### config.mk
export PLATFORM = sky130hd
export DESIGN_NAME = dithered_stereo_float_to_pcm16_core
export DESIGN_NICKNAME = d
export VERILOG_FILES = /design/src/rtl/dsfp_pkg.sv /design/src/rtl/dsfp_seed.sv /design/src/rtl/dsfp_lane.sv /design/src/rtl/dsfp_merge.sv /design/src/rtl/dithered_stereo_float_to_pcm16_core.sv
export SDC_FILE = /design/constraint.sdc
export NUM_CORES = 2
export LEC_CHECK = 0
export BUFFER_PORTS_ARGS = -buffer_cell sky130_fd_sc_hd__buf_2
export CAP_MARGIN = 25
export CELL_PAD_IN_SITES_DETAIL_PLACEMENT = 1
export CELL_PAD_IN_SITES_GLOBAL_PLACEMENT = 1
export CORE_ASPECT_RATIO = 0.5
export CORE_MARGIN = 1.5
export CORE_UTILIZATION = 30
export CTS_CLUSTER_SIZE = 16
export DETAILED_ROUTE_END_ITERATION = 8
export PLACE_DENSITY = 0.53
export RECOVER_POWER = 100
export SYNTH_ARGS = -nofsm -noshare
export SYNTH_HDL_FRONTEND = slang
export SYNTH_SLANG_ARGS = --single-unit
### constraint.sdc
create_clock -name i_clk -period 13.7 [get_ports i_clk]
set_clock_uncertainty 0.15 [all_clocks]
set_input_delay 1.37 -clock i_clk [delete_from_list [all_inputs] [get_ports i_clk]]
set_output_delay 1.37 -clock i_clk [all_outputs]
set_load 0.02 [all_outputs]
### src/rtl/dsfp_pkg.sv
// ============================================================================
// dsfp_pkg: shared types and constants of the dithered float to PCM16 core
// Holds the LCG step, the lane control bundle and the format constants.
// ============================================================================
package dsfp_pkg;

    // Noise generator: 31-bit linear congruential generator
    localparam logic [30:0] SEED_RESET = 31'h16BA2118;
    localparam logic [30:0] LCG_MUL    = 31'd1103515245;
    localparam logic [30:0] LCG_ADD    = 31'd12345;

    // Single-precision exponent landmarks
    localparam logic [7:0] EXP_SPECIAL = 8'hFF;   // infinity or NaN
    localparam logic [7:0] EXP_SAT     = 8'd143;  // magnitude 2^16 and above
    localparam logic [7:0] EXP_BASE    = 8'd117;  // mantissa LSB weighs 2^-33
    localparam logic [7:0] SHIFT_CAP   = 8'd24;   // right shift that empties the mantissa

    // Fixed-point widths (33 fraction bits)
    localparam int MAG_W  = 49;
    localparam int SUM_W  = 51;
    localparam int FRAC_W = 31;

    // PCM16 limits and the offset that undoes the rounding bias
    localparam logic signed [15:0] PCM_MAX  = 16'sh7FFF;
    localparam logic signed [15:0] PCM_MIN  = 16'sh8000;
    localparam logic signed [19:0] Q_OFFSET = 20'sd131072;
    localparam logic signed [19:0] R_MAX    = 20'sd32767;
    localparam logic signed [19:0] R_MIN    = -20'sd32768;

    // Load strobes for the two registered stages of every lane
    typedef struct packed {
        logic ld1;
        logic ld2;
    } t_lane_ctl;

    // One generator step, modulo 2^31
    function automatic logic [30:0] lcg_next(input logic [30:0] s);
        logic [30:0] p;
        p = s * LCG_MUL;
        return p + LCG_ADD;
    endfunction

endpackage

### src/rtl/dsfp_seed.sv
// ============================================================================
// dsfp_seed: dither noise generator
// Holds the 31-bit seed and steps it through one shared LCG multiplier.
// ============================================================================
module dsfp_seed (
    input  logic        i_clk,
    input  logic        i_rst_n,
    input  logic        i_step,
    output logic [30:0] o_seed,
    output logic [30:0] o_seed_next
);
    import dsfp_pkg::*;

    logic [30:0] r_seed;
    logic [30:0] n_seed;
    logic [30:0] w_next;

    // The single multiplier of the block
    assign w_next = lcg_next(r_seed);

    always_comb begin
        n_seed = r_seed;
        if (i_step) begin
            n_seed = w_next;
        end
    end

    always_ff @(posedge i_clk) begin
        if (!i_rst_n) begin
            r_seed <= SEED_RESET;
        end else begin
            r_seed <= n_seed;
        end
    end

    assign o_seed      = r_seed;
    assign o_seed_next = w_next;

    // A step replaces the seed by its successor; otherwise it holds.
    a_step_advances: assert property (@(posedge i_clk) disable iff (!i_rst_n)
        i_step |=> r_seed == lcg_next($past(r_seed)))
        else $error("seed did not advance by one generator step");

    a_idle_holds: assert property (@(posedge i_clk) disable iff (!i_rst_n)
        !i_step |=> $stable(r_seed))
        else $error("seed changed without a step");

endmodule

### src/rtl/dsfp_lane.sv
// ============================================================================
// dsfp_lane: one channel converter
// Aligns a float to 33 fraction bits, adds dither, rounds half to even and
// saturates to PCM16. Two registered stages, rounding feeds the merge stage.
// ============================================================================
module dsfp_lane (
    input  logic                 i_clk,
    input  dsfp_pkg::t_lane_ctl  i_ctl,
    input  logic [31:0]          i_sample,
    input  logic [30:0]          i_frac,
    output logic [15:0]          o_pcm
);
    import dsfp_pkg::*;

    // Stage 1 decode and alignment
    logic               w_sign;
    logic [7:0]         w_ex;
    logic [22:0]        w_man;
    logic               w_nan;
    logic               w_sat;
    logic [23:0]        w_m;
    logic [7:0]         w_exe;
    logic [7:0]         w_rdist;
    logic [4:0]         w_sh;
    logic [23:0]        w_mask;
    logic               w_lost;
    logic [MAG_W-1:0]   w_mag;

    logic               r1_sign;
    logic               r1_nan;
    logic               r1_sat;
    logic [MAG_W-1:0]   r1_mag;
    logic [FRAC_W-1:0]  r1_frac;

    // Stage 2 signed add of dither
    logic [SUM_W-1:0]   w_smag;
    logic [SUM_W-1:0]   w_sum;
    logic [SUM_W-1:0]   w_u;

    logic               r2_sign;
    logic               r2_nan;
    logic               r2_sat;
    logic [SUM_W-1:0]   r2_u;

    // Rounding and saturation
    logic [17:0]        w_q;
    logic [32:0]        w_rem;
    logic               w_up;
    logic [18:0]        w_qr;
    logic signed [19:0] w_r;

    // Split the float and place its mantissa at a 2^-33 grid, with the
    // shifted-out bits jammed into the LSB.
    always_comb begin
        w_sign  = i_sample[31];
        w_ex    = i_sample[30:23];
        w_man   = i_sample[22:0];
        w_nan   = (w_ex == EXP_SPECIAL) && (w_man != 23'd0);
        w_sat   = (w_ex >= EXP_SAT);
        w_m     = {(w_ex != 8'd0), w_man};
        w_exe   = (w_ex == 8'd0) ? 8'd1 : w_ex;
        w_rdist = EXP_BASE - w_exe;
        w_sh    = 5'd0;
        w_mask  = 24'd0;
        w_lost  = 1'b0;
        if (w_exe >= EXP_BASE) begin
            w_sh  = 5'(w_exe - EXP_BASE);
            w_mag = {25'd0, w_m} << w_sh;
        end else begin
            w_sh   = (w_rdist > SHIFT_CAP) ? 5'(SHIFT_CAP) : w_rdist[4:0];
            w_mask = 24'((25'd1 << w_sh) - 25'd1);
            w_lost = |(w_m & w_mask);
            w_mag  = {25'd0, (w_m >> w_sh)} | {48'd0, w_lost};
        end
    end

    always_ff @(posedge i_clk) begin
        if (i_ctl.ld1) begin
            r1_sign <= w_sign;
            r1_nan  <= w_nan;
            r1_sat  <= w_sat;
            r1_mag  <= w_mag;
            r1_frac <= i_frac;
        end
    end

    // Signed value plus dither, then the 2^50 bias by flipping the top bit.
    always_comb begin
        w_smag = r1_sign ? ({SUM_W{1'b0}} - {2'd0, r1_mag}) : {2'd0, r1_mag};
        w_sum  = w_smag + {18'd0, r1_frac, 2'd0};
        w_u    = {~w_sum[SUM_W-1], w_sum[SUM_W-2:0]};
    end

    always_ff @(posedge i_clk) begin
        if (i_ctl.ld2) begin
            r2_sign <= r1_sign;
            r2_nan  <= r1_nan;
            r2_sat  <= r1_sat;
            r2_u    <= w_u;
        end
    end

    // Round half to even, remove the bias and clamp; specials take priority.
    always_comb begin
        w_q   = r2_u[50:33];
        w_rem = r2_u[32:0];
        w_up  = w_rem[32] && ((w_rem[31:0] != 32'd0) || w_q[0]);
        w_qr  = {1'b0, w_q} + {18'd0, w_up};
        w_r   = $signed({1'b0, w_qr}) - Q_OFFSET;
        if (r2_nan) begin
            o_pcm = 16'd0;
        end else if (r2_sat) begin
            o_pcm = r2_sign ? PCM_MIN : PCM_MAX;
        end else if (w_r < R_MIN) begin
            o_pcm = PCM_MIN;
        end else if (w_r > R_MAX) begin
            o_pcm = PCM_MAX;
        end else begin
            o_pcm = w_r[15:0];
        end
    end

endmodule

### src/rtl/dsfp_merge.sv
// ============================================================================
// dsfp_merge: lane merge and output register
// Packs the two channel results into one PCM word and holds it for the sink.
// ============================================================================
module dsfp_merge (
    input  logic        i_clk,
    input  logic        i_rst_n,
    input  logic        i_load,
    input  logic [15:0] i_right,
    input  logic [15:0] i_left,
    input  logic        i_last,
    input  logic        i_m_tready,
    output logic        o_m_tvalid,
    output logic [31:0] o_m_tdata,
    output logic        o_m_tlast,
    output logic        o_free
);
    logic        r_valid;
    logic        n_valid;
    logic [31:0] r_data;
    logic        r_last;

    // The register can take a new item when empty or when the sink takes it.
    assign o_free = !r_valid || i_m_tready;

    always_comb begin
        n_valid = r_valid;
        if (i_load) begin
            n_valid = 1'b1;
        end else if (i_m_tready) begin
            n_valid = 1'b0;
        end
    end

    always_ff @(posedge i_clk) begin
        if (!i_rst_n) begin
            r_valid <= 1'b0;
        end else begin
            r_valid <= n_valid;
        end
    end

    // Right channel in the upper half, left in the lower half.
    always_ff @(posedge i_clk) begin
        if (i_load) begin
            r_data <= {i_right, i_left};
            r_last <= i_last;
        end
    end

    assign o_m_tvalid = r_valid;
    assign o_m_tdata  = r_data;
    assign o_m_tlast  = r_last;

endmodule

### src/rtl/dithered_stereo_float_to_pcm16_core.sv
// Flow: an accepted frame moves from stage 0 through the registered lane stages into
// the merge output register. Stage 0 takes a new frame only after the last one left it.
// With dither on, the shared LCG multiplier steps the seed twice per frame, once at
// acceptance and once as the frame enters the lanes.
// Reset: synchronous, active low; the seed returns to 0x16BA2118, dither is on,
// and all stages are empty.
// ============================================================================
// dithered_stereo_float_to_pcm16_core: stereo float to PCM16 with dither
// Two converter lanes run side by side on the right and left samples, fed by
// one noise generator, and a merge stage packs their results.
// ============================================================================
module dithered_stereo_float_to_pcm16_core (
    input  logic        i_clk,
    input  logic        i_rst_n,
    // Configuration: dither_enable
    input  logic        i_cfg_valid,
    output logic        o_cfg_ready,
    input  logic [0:0]  i_cfg_data,
    // Input stream
    input  logic        i_s_tvalid,
    output logic        o_s_tready,
    input  logic [63:0] i_s_tdata,   // [31:0] left_sample, [63:32] right_sample
    input  logic        i_s_tlast,   // last_frame
    // Output stream
    output logic        o_m_tvalid,
    input  logic        i_m_tready,
    output logic [31:0] o_m_tdata,   // [31:0] packed_frame
    output logic        o_m_tlast    // frame_is_last
);
    import dsfp_pkg::*;

    logic        r_dither_en;
    logic        r_v0;
    logic        n_v0;
    logic        r_v1;
    logic        n_v1;
    logic        r_v2;
    logic        n_v2;
    logic [31:0] r0_left;
    logic [31:0] r0_right;
    logic        r0_last;
    logic        r1_last;
    logic        r2_last;

    logic        w_s_acc;
    logic        w_out_free;
    logic        w_acc2;
    logic        w_adv2;
    logic        w_acc1;
    logic        w_mv1;
    logic        w_mv0;
    logic        w_step;
    logic [30:0] w_seed;
    logic [30:0] w_seed_next;
    logic [30:0] w_frac_r;
    logic [30:0] w_frac_l;
    logic [15:0] w_pcm_r;
    logic [15:0] w_pcm_l;
    t_lane_ctl   w_ctl;

    // Configuration register, always ready
    assign o_cfg_ready = 1'b1;

    always_ff @(posedge i_clk) begin
        if (!i_rst_n) begin
            r_dither_en <= 1'b1;
        end else if (i_cfg_valid) begin
            r_dither_en <= i_cfg_data[0];
        end
    end

    // Stage 0 holds a frame for the second noise step, so it takes a new
    // item only when empty.
    assign o_s_tready = !r_v0;
    assign w_s_acc    = i_s_tvalid && o_s_tready;

    // Elastic pipeline advance from the output backward
    assign w_acc2 = !r_v2 || w_out_free;
    assign w_adv2 = r_v2 && w_out_free;
    assign w_acc1 = !r_v1 || w_acc2;
    assign w_mv1  = r_v1 && w_acc2;
    assign w_mv0  = r_v0 && w_acc1;

    always_comb begin
        n_v0 = r_v0;
        n_v1 = r_v1;
        n_v2 = r_v2;
        if (w_s_acc) begin
            n_v0 = 1'b1;
        end else if (w_mv0) begin
            n_v0 = 1'b0;
        end
        if (w_mv0) begin
            n_v1 = 1'b1;
        end else if (w_mv1) begin
            n_v1 = 1'b0;
        end
        if (w_mv1) begin
            n_v2 = 1'b1;
        end else if (w_adv2) begin
            n_v2 = 1'b0;
        end
    end

    always_ff @(posedge i_clk) begin
        if (!i_rst_n) begin
            r_v0 <= 1'b0;
            r_v1 <= 1'b0;
            r_v2 <= 1'b0;
        end else begin
            r_v0 <= n_v0;
            r_v1 <= n_v1;
            r_v2 <= n_v2;
        end
    end

    // Frame payload and its last flag along the stages
    always_ff @(posedge i_clk) begin
        if (w_s_acc) begin
            r0_left  <= i_s_tdata[31:0];
            r0_right <= i_s_tdata[63:32];
            r0_last  <= i_s_tlast;
        end
        if (w_mv0) begin
            r1_last <= r0_last;
        end
        if (w_mv1) begin
            r2_last <= r1_last;
        end
    end

    // Noise: first step at acceptance gives the right fraction, the second
    // as the frame enters the lanes gives the left fraction.
    assign w_step = r_dither_en && (w_s_acc || w_mv0);

    dsfp_seed u_seed (
        .i_clk       (i_clk),
        .i_rst_n     (i_rst_n),
        .i_step      (w_step),
        .o_seed      (w_seed),
        .o_seed_next (w_seed_next)
    );

    assign w_frac_r = r_dither_en ? w_seed      : 31'd0;
    assign w_frac_l = r_dither_en ? w_seed_next : 31'd0;

    assign w_ctl.ld1 = w_mv0;
    assign w_ctl.ld2 = w_mv1;

    // Two converter lanes
    dsfp_lane u_lane_r (
        .i_clk    (i_clk),
        .i_ctl    (w_ctl),
        .i_sample (r0_right),
        .i_frac   (w_frac_r),
        .o_pcm    (w_pcm_r)
    );

    dsfp_lane u_lane_l (
        .i_clk    (i_clk),
        .i_ctl    (w_ctl),
        .i_sample (r0_left),
        .i_frac   (w_frac_l),
        .o_pcm    (w_pcm_l)
    );

    // Merge and output register
    dsfp_merge u_merge (
        .i_clk      (i_clk),
        .i_rst_n    (i_rst_n),
        .i_load     (w_adv2),
        .i_right    (w_pcm_r),
        .i_left     (w_pcm_l),
        .i_last     (r2_last),
        .i_m_tready (i_m_tready),
        .o_m_tvalid (o_m_tvalid),
        .o_m_tdata  (o_m_tdata),
        .o_m_tlast  (o_m_tlast),
        .o_free     (w_out_free)
    );

    // An accepted item occupies stage 0 and blocks the next one.
    a_accept_fills_s0: assert property (@(posedge i_clk) disable iff (!i_rst_n)
        w_s_acc |=> r_v0 && !o_s_tready)
        else $error("accepted item did not occupy stage 0");

    // A stalled stage 1 item is never dropped.
    a_s1_holds: assert property (@(posedge i_clk) disable iff (!i_rst_n)
        r_v1 && !w_acc2 |=> r_v1)
        else $error("stage 1 item lost under stall");

    // An item moving out of stage 1 always lands in stage 2.
    a_s1_to_s2: assert property (@(posedge i_clk) disable iff (!i_rst_n)
        w_mv1 |=> r_v2)
        else $error("item lost between stage 1 and stage 2");

endmodule

# == After elaboration in Yosys (flattened, before gate mapping) ==
# Index checks and enable logic that the tools add are counted.
# word_totals
register_bits,410
output_inout_bits,36
inputBits,71
wordCells,129
# op_classes
add_sub_neg,15
n_shift,6
eq_ne,2
n_reduce_logical,33
order_cmp,10
mux,24
n_bitwise,6
multipliers,1
# op_table
cell,count
$mux 16,8
$add 51x33->51,2
$mux 51,2
$sub 1x49->50 const A,2
$mux 49,2
$shl 24x5->49,2
$reduce_bool 32->1,2
$and 24x24->24,2
$or 24x1->24,2
$reduce_or 24->1,2
$shl 1x5->24 const A,2
$shr 24x5->24,2
$sub 24x1->24 const B,2
$reduce_bool 23->1,2
$gt 20x16->1 const B,2
$lt 20x16->1 const B,2
$sub 19x18->20 const B,2
$add 18x1->19,2
$add 31x14->31 const B,1
$mul 31x31->31 const B,1
$eq 8x8->1 const B,2
$ge 8x7->1 const B,2
$ge 8x8->1 const B,2
$gt 8x5->1 const B,2
12 further kinds,45

# == Depth between registers and ports, before layout ==
# depth
depth_word,11
mapped_depth,24
mapped_depth_nobuf,24

# == By module ==
# Synthesis repeated with hierarchy kept, for this count alone.
# hier_totals
hier_cells,3745
hier_area_um2,36533.8
# by_module_without_submodules
mod,seq_area_each_um2,area_each_um2,instances,cells_per_inst
dsfp_lane at u_lane_r,4113.9,11501.0,1,1257
dsfp_lane at u_lane_l,4113.9,11385.9,1,1220
dsfp_seed,620.6,9968.3,1,1075
dithered_stereo_float_to_pcm16_core,2092.0,2638.8,1,156
dsfp_merge,1011.0,1039.7,1,37

# == Worst setup path before layout ==
# No wires, ideal clock.
# synth_timing
kind,input to register
start,in i_m_tready
end,"reg u_seed.r_seed[29], in the netlist u_seed.o_seed[29]"
setup_time_ns,0.106
stages,6
n_path_buf,0
slack_ns,0.986
arrival_time_ns,12.458
required_ns,13.444
path_cell_list,nor2b_1 -> and2_1 -> a21oi_1 -> o21ai_0 -> or4_1 -> o311ai_0
# synth_between
elab_chain_cells,6
# synth_rtl
item,line_no,text
from (decl),dithered_stereo_float_to_pcm16_core.sv:26,"input logic i_m_tready,"
$logic_or 1x1->1,dsfp_merge.sv:24,assign o_free = !r_valid || i_m_tready;
$logic_or 1x1->1,dithered_stereo_float_to_pcm16_core.sv:78,assign w_acc2 = !r_v2 || w_out_free;
$logic_or 1x1->1,dithered_stereo_float_to_pcm16_core.sv:80,assign w_acc1 = !r_v1 || w_acc2;
$logic_and 1x1->1,dithered_stereo_float_to_pcm16_core.sv:82,assign w_mv0 = r_v0 && w_acc1;
$logic_or 1x1->1,dithered_stereo_float_to_pcm16_core.sv:134,assign w_step = r_dither_en && (w_s_acc || w_mv0);
$logic_and 1x1->1,dithered_stereo_float_to_pcm16_core.sv:134,
to (signal assigned),dsfp_seed.sv:32,r_seed <= n_seed;
to (decl),dsfp_seed.sv:14,logic [30:0] r_seed;
# No other way between the ends.
# A chain may end at the register's enable or synchronous reset.

# == Final worst setup path ==
# layout_timing
start,"reg u_seed.r_seed[0], in the netlist u_seed.o_seed[0]"
end,"reg u_seed.r_seed[29], in the netlist u_seed.o_seed[29]"
# layout_between
elab_chain_cells,2
# layout_rtl
item,line_no,text
$mul 31x31->31,dsfp_pkg.sv:39,p = s * LCG_MUL;
$add 31x14->31,dsfp_pkg.sv:40,return p + LCG_ADD;
# No other way between the ends.

==> qor.yml <==
status: "complete, but fails checks"
violations: "capacitance limit, slew limit"
fin_nets: 4279
maxCapViolations: 14
fillers: 13500
cp_top_family: "adder cells"
clock-sinks: 410
ctsHoldBuffers: 0
worstMarginPinSlew_ns: 4.28
yosysSeqAreaShare_pct: 33.0
drive_gt1_share_pct: 5.80
cts_tree: "yes"
layout_common_cells: "398 x inv_1, 374 x edfxtp_1, 277 x nand2_1"
placementRows: 89
syn_avg_cell_area_um2: 9.71
grt_first_pass_wirelength_um: 184000
max_freq_mhz: 136
min-delay-start: "r0_right[31]"
start_util_pct: 30.5
r2r-end: "u_seed.o_seed[29]"
slew_violations: 628
antenna_found_initial: 2
setup.worst_path.end_class: "flop"
root_buffer: "clkbuf_16"
die_h_um: 249
drc: 0
dpl-instance-area_mm2: 0.0384
setup_viol: 0
cts_buffers: 47
crit_type: "flop to flop"
core_mm2: 0.119
finalCritPeriodShare_pct: 53.5
vias_per_cell: 5.22
portBuffers: 105
grt_max_degree: 85
rr_worst_depth: 23
hold_viol_final: 0
vias: 28100
clk_path_buf_depth: 3
die_area_mm2: 0.123
register_area_mm2: 0.0120
pre_cts_slack_ns: 6.44
area_growth_syn_to_layout_pct: 9.91
rrSetupSlack_ns: 6.37
layout_commonest_cell: "inv_1"
overflow: 0
ctsResizeCount: 0
yosysWarnings: 0
synth_cell_type_count: 91
cts_setup_buffers: 0
hold_end: "u_lane_r.r1_sign"
drt-total-wl_um: 119000
dieWidth_um: 494
yosys_most_used_dff: "edfxtp_1"
critical_path_required_ns: 13.90
critPathLaunchType: "flop"
worst_path_most_repeated_cell: "inv_1"
synth_seq_cells: 410
cts.clk_slew.worst_paths_ns: 0.07
path_cells: "inv_1, ha_1, inv_1, ha_1, inv_1, fa_1, fa_1, inv_1, ha_1, ha_1, inv_1, fa_1, inv_1, fa_1, ha_1, o21a_1, a2111oi_0, a21oi_1, a221o_1, a311o_1, a31oi_1, or4_1, o311ai_0"
path_max_fanout: 13
cp_num_buf_inv: 6
min_period_ns: 7.33
synth-edff-count: 374
netlist_area_mm2: 0.0362
grt_setup_unrepaired: "false"
grt_pass1_vias: 30100
slowest_stage: "dfxtp_1"
multiInputGateArea_mm2: 0.0221
drtPass1Iterations: 5
slew_headroom_pct: -185
io_pins: 107
r2r-start: "u_seed.o_seed[0]"
drtIter0Drc: 1563
grt_usage_pct: 19.2
synthesis.nets: 4248
post-route-cell-area_mm2: 0.0398
critical-path-max-stage-delay_ns: 0.76
min_path_cells: 0
wire_per_inst_um: 22.0
ant_nets: 0
clock_latency_ns: 0.62
htreeDepth: 2
setup-tns-final_ns: 0
gp_congestion: 0.903
synthCells: 3728
hold_class: "flop to flop"
arrival_ns: 7.53
setup_slack_ns: 6.37
timing.hold.ws_ns: 0.270
ys_async_sr_fraction_pct: 0
hpwl_um: 93700
==> routing by layer <==
layer | global-route usage (%) | share of wire [%] | vias up | wire length, um
met5 | 0 | 0 | - | 0
met4 | 5.15 | 2.6 | 0 | 3140
met3 | 2.31 | 3.4 | 154 | 4090
met2 | 31.8 | 47 | 455 | 55300
met1 | 26.3 | 47 | 14000 | 56100
li1 | - | - | 13500 | -
==> cells by family after synthesis <==
group	after synthesis	synth area share [%]
XOR/XNOR	263	6.37
multiplexers	232	6.72
buffers and inverters	564	5.90
AO/OA/AOI/OAI	814	14.8
flip-flops	410	33.0
adder cells (fa/ha/maj)	449	19.4
AND/OR/NAND/NOR	995	13.8
other	1	0.0104
==> how the worst max path moves through the flow <==
| stage | startpoint | to | slack (ns) | cells past startpoint |
|---|---|---|---|---|
| floorplan | i_m_tready | u_seed.o_seed[29] | 0.99 | 6 |
| global placement | u_seed.o_seed[4] | u_lane_l.r1_frac[30] | 6.48 | 23 |
| detailed placement | u_seed.o_seed[4] | u_lane_l.r1_frac[30] | 6.44 | 23 |
| CTS | u_seed.o_seed[4] | u_lane_l.r1_frac[30] | 6.33 | 23 |
| global route | r0_right[26] | u_lane_r.r1_mag[0] | 5.80 | 14 |
| finish | u_seed.o_seed[0] | u_seed.o_seed[29] | 6.37 | 23 |
==> synth_stat cells, drive strengths merged (27+ instances only) <==
cell type,count,area share (%)
nand2,277,2.9
nand3,80,1.1
buf,31,0.37
nor2,197,2.0
edfxtp,374,31
dfxtp,36,2.0
xnor2,187,4.5
nor2b,31,0.54
ha,264,9.1
o41ai,27,0.67
nand2b,29,0.50
mux2i,208,5.8
fa,185,10
xor2,76,1.8
or3,27,0.47
a21oi,197,2.7
o21ai,191,2.6
inv,398,4.1
a31oi,33,0.57
a21o,48,1.0
nand4,36,0.64
nor4,59,1.1
a211oi,31,0.64
and2,87,1.5
nor3,68,0.95
clkbuf,133,1.4
o31ai,44,0.91
==> metrics by stage <==
stage	utilization, %	cells
6_report	33.5	5388
5_1_grt	33.5	5387
4_1_cts	33.6	5383
3_5_place_dp	32.4	5298
3_3_place_gp	32.4	5297
2_1_floorplan	-	3728
==> cell type report <==
class | count | share of cell area, %
tap | 1592 | 5.01
clock buffer | 57 | 3.13
antenna | 1 | 0.00629
clock inverter | 28 | 0.576
sequential | 410 | 30.1
inverter | 400 | 3.78
timing repair buffer | 146 | 1.81
multi-input combinational | 2754 | 55.6
==> registers in the layout, indices dropped and copies added, names as in the netlist, 31 cells and up <==
signal             cells
u_merge.o_m_tdata     32
u_lane_l.r1_mag       49
r0_left               32
u_seed.o_seed         31
u_lane_l.r2_u         51
u_lane_r.r2_u         51
r0_right              32
u_lane_r.r1_frac      31
u_lane_r.r1_mag       49
u_lane_l.r1_frac      31
Power is left out: the tool's default activity adds up to more than one toggle a clock period on the data nets, which glitch-free logic cannot reach.
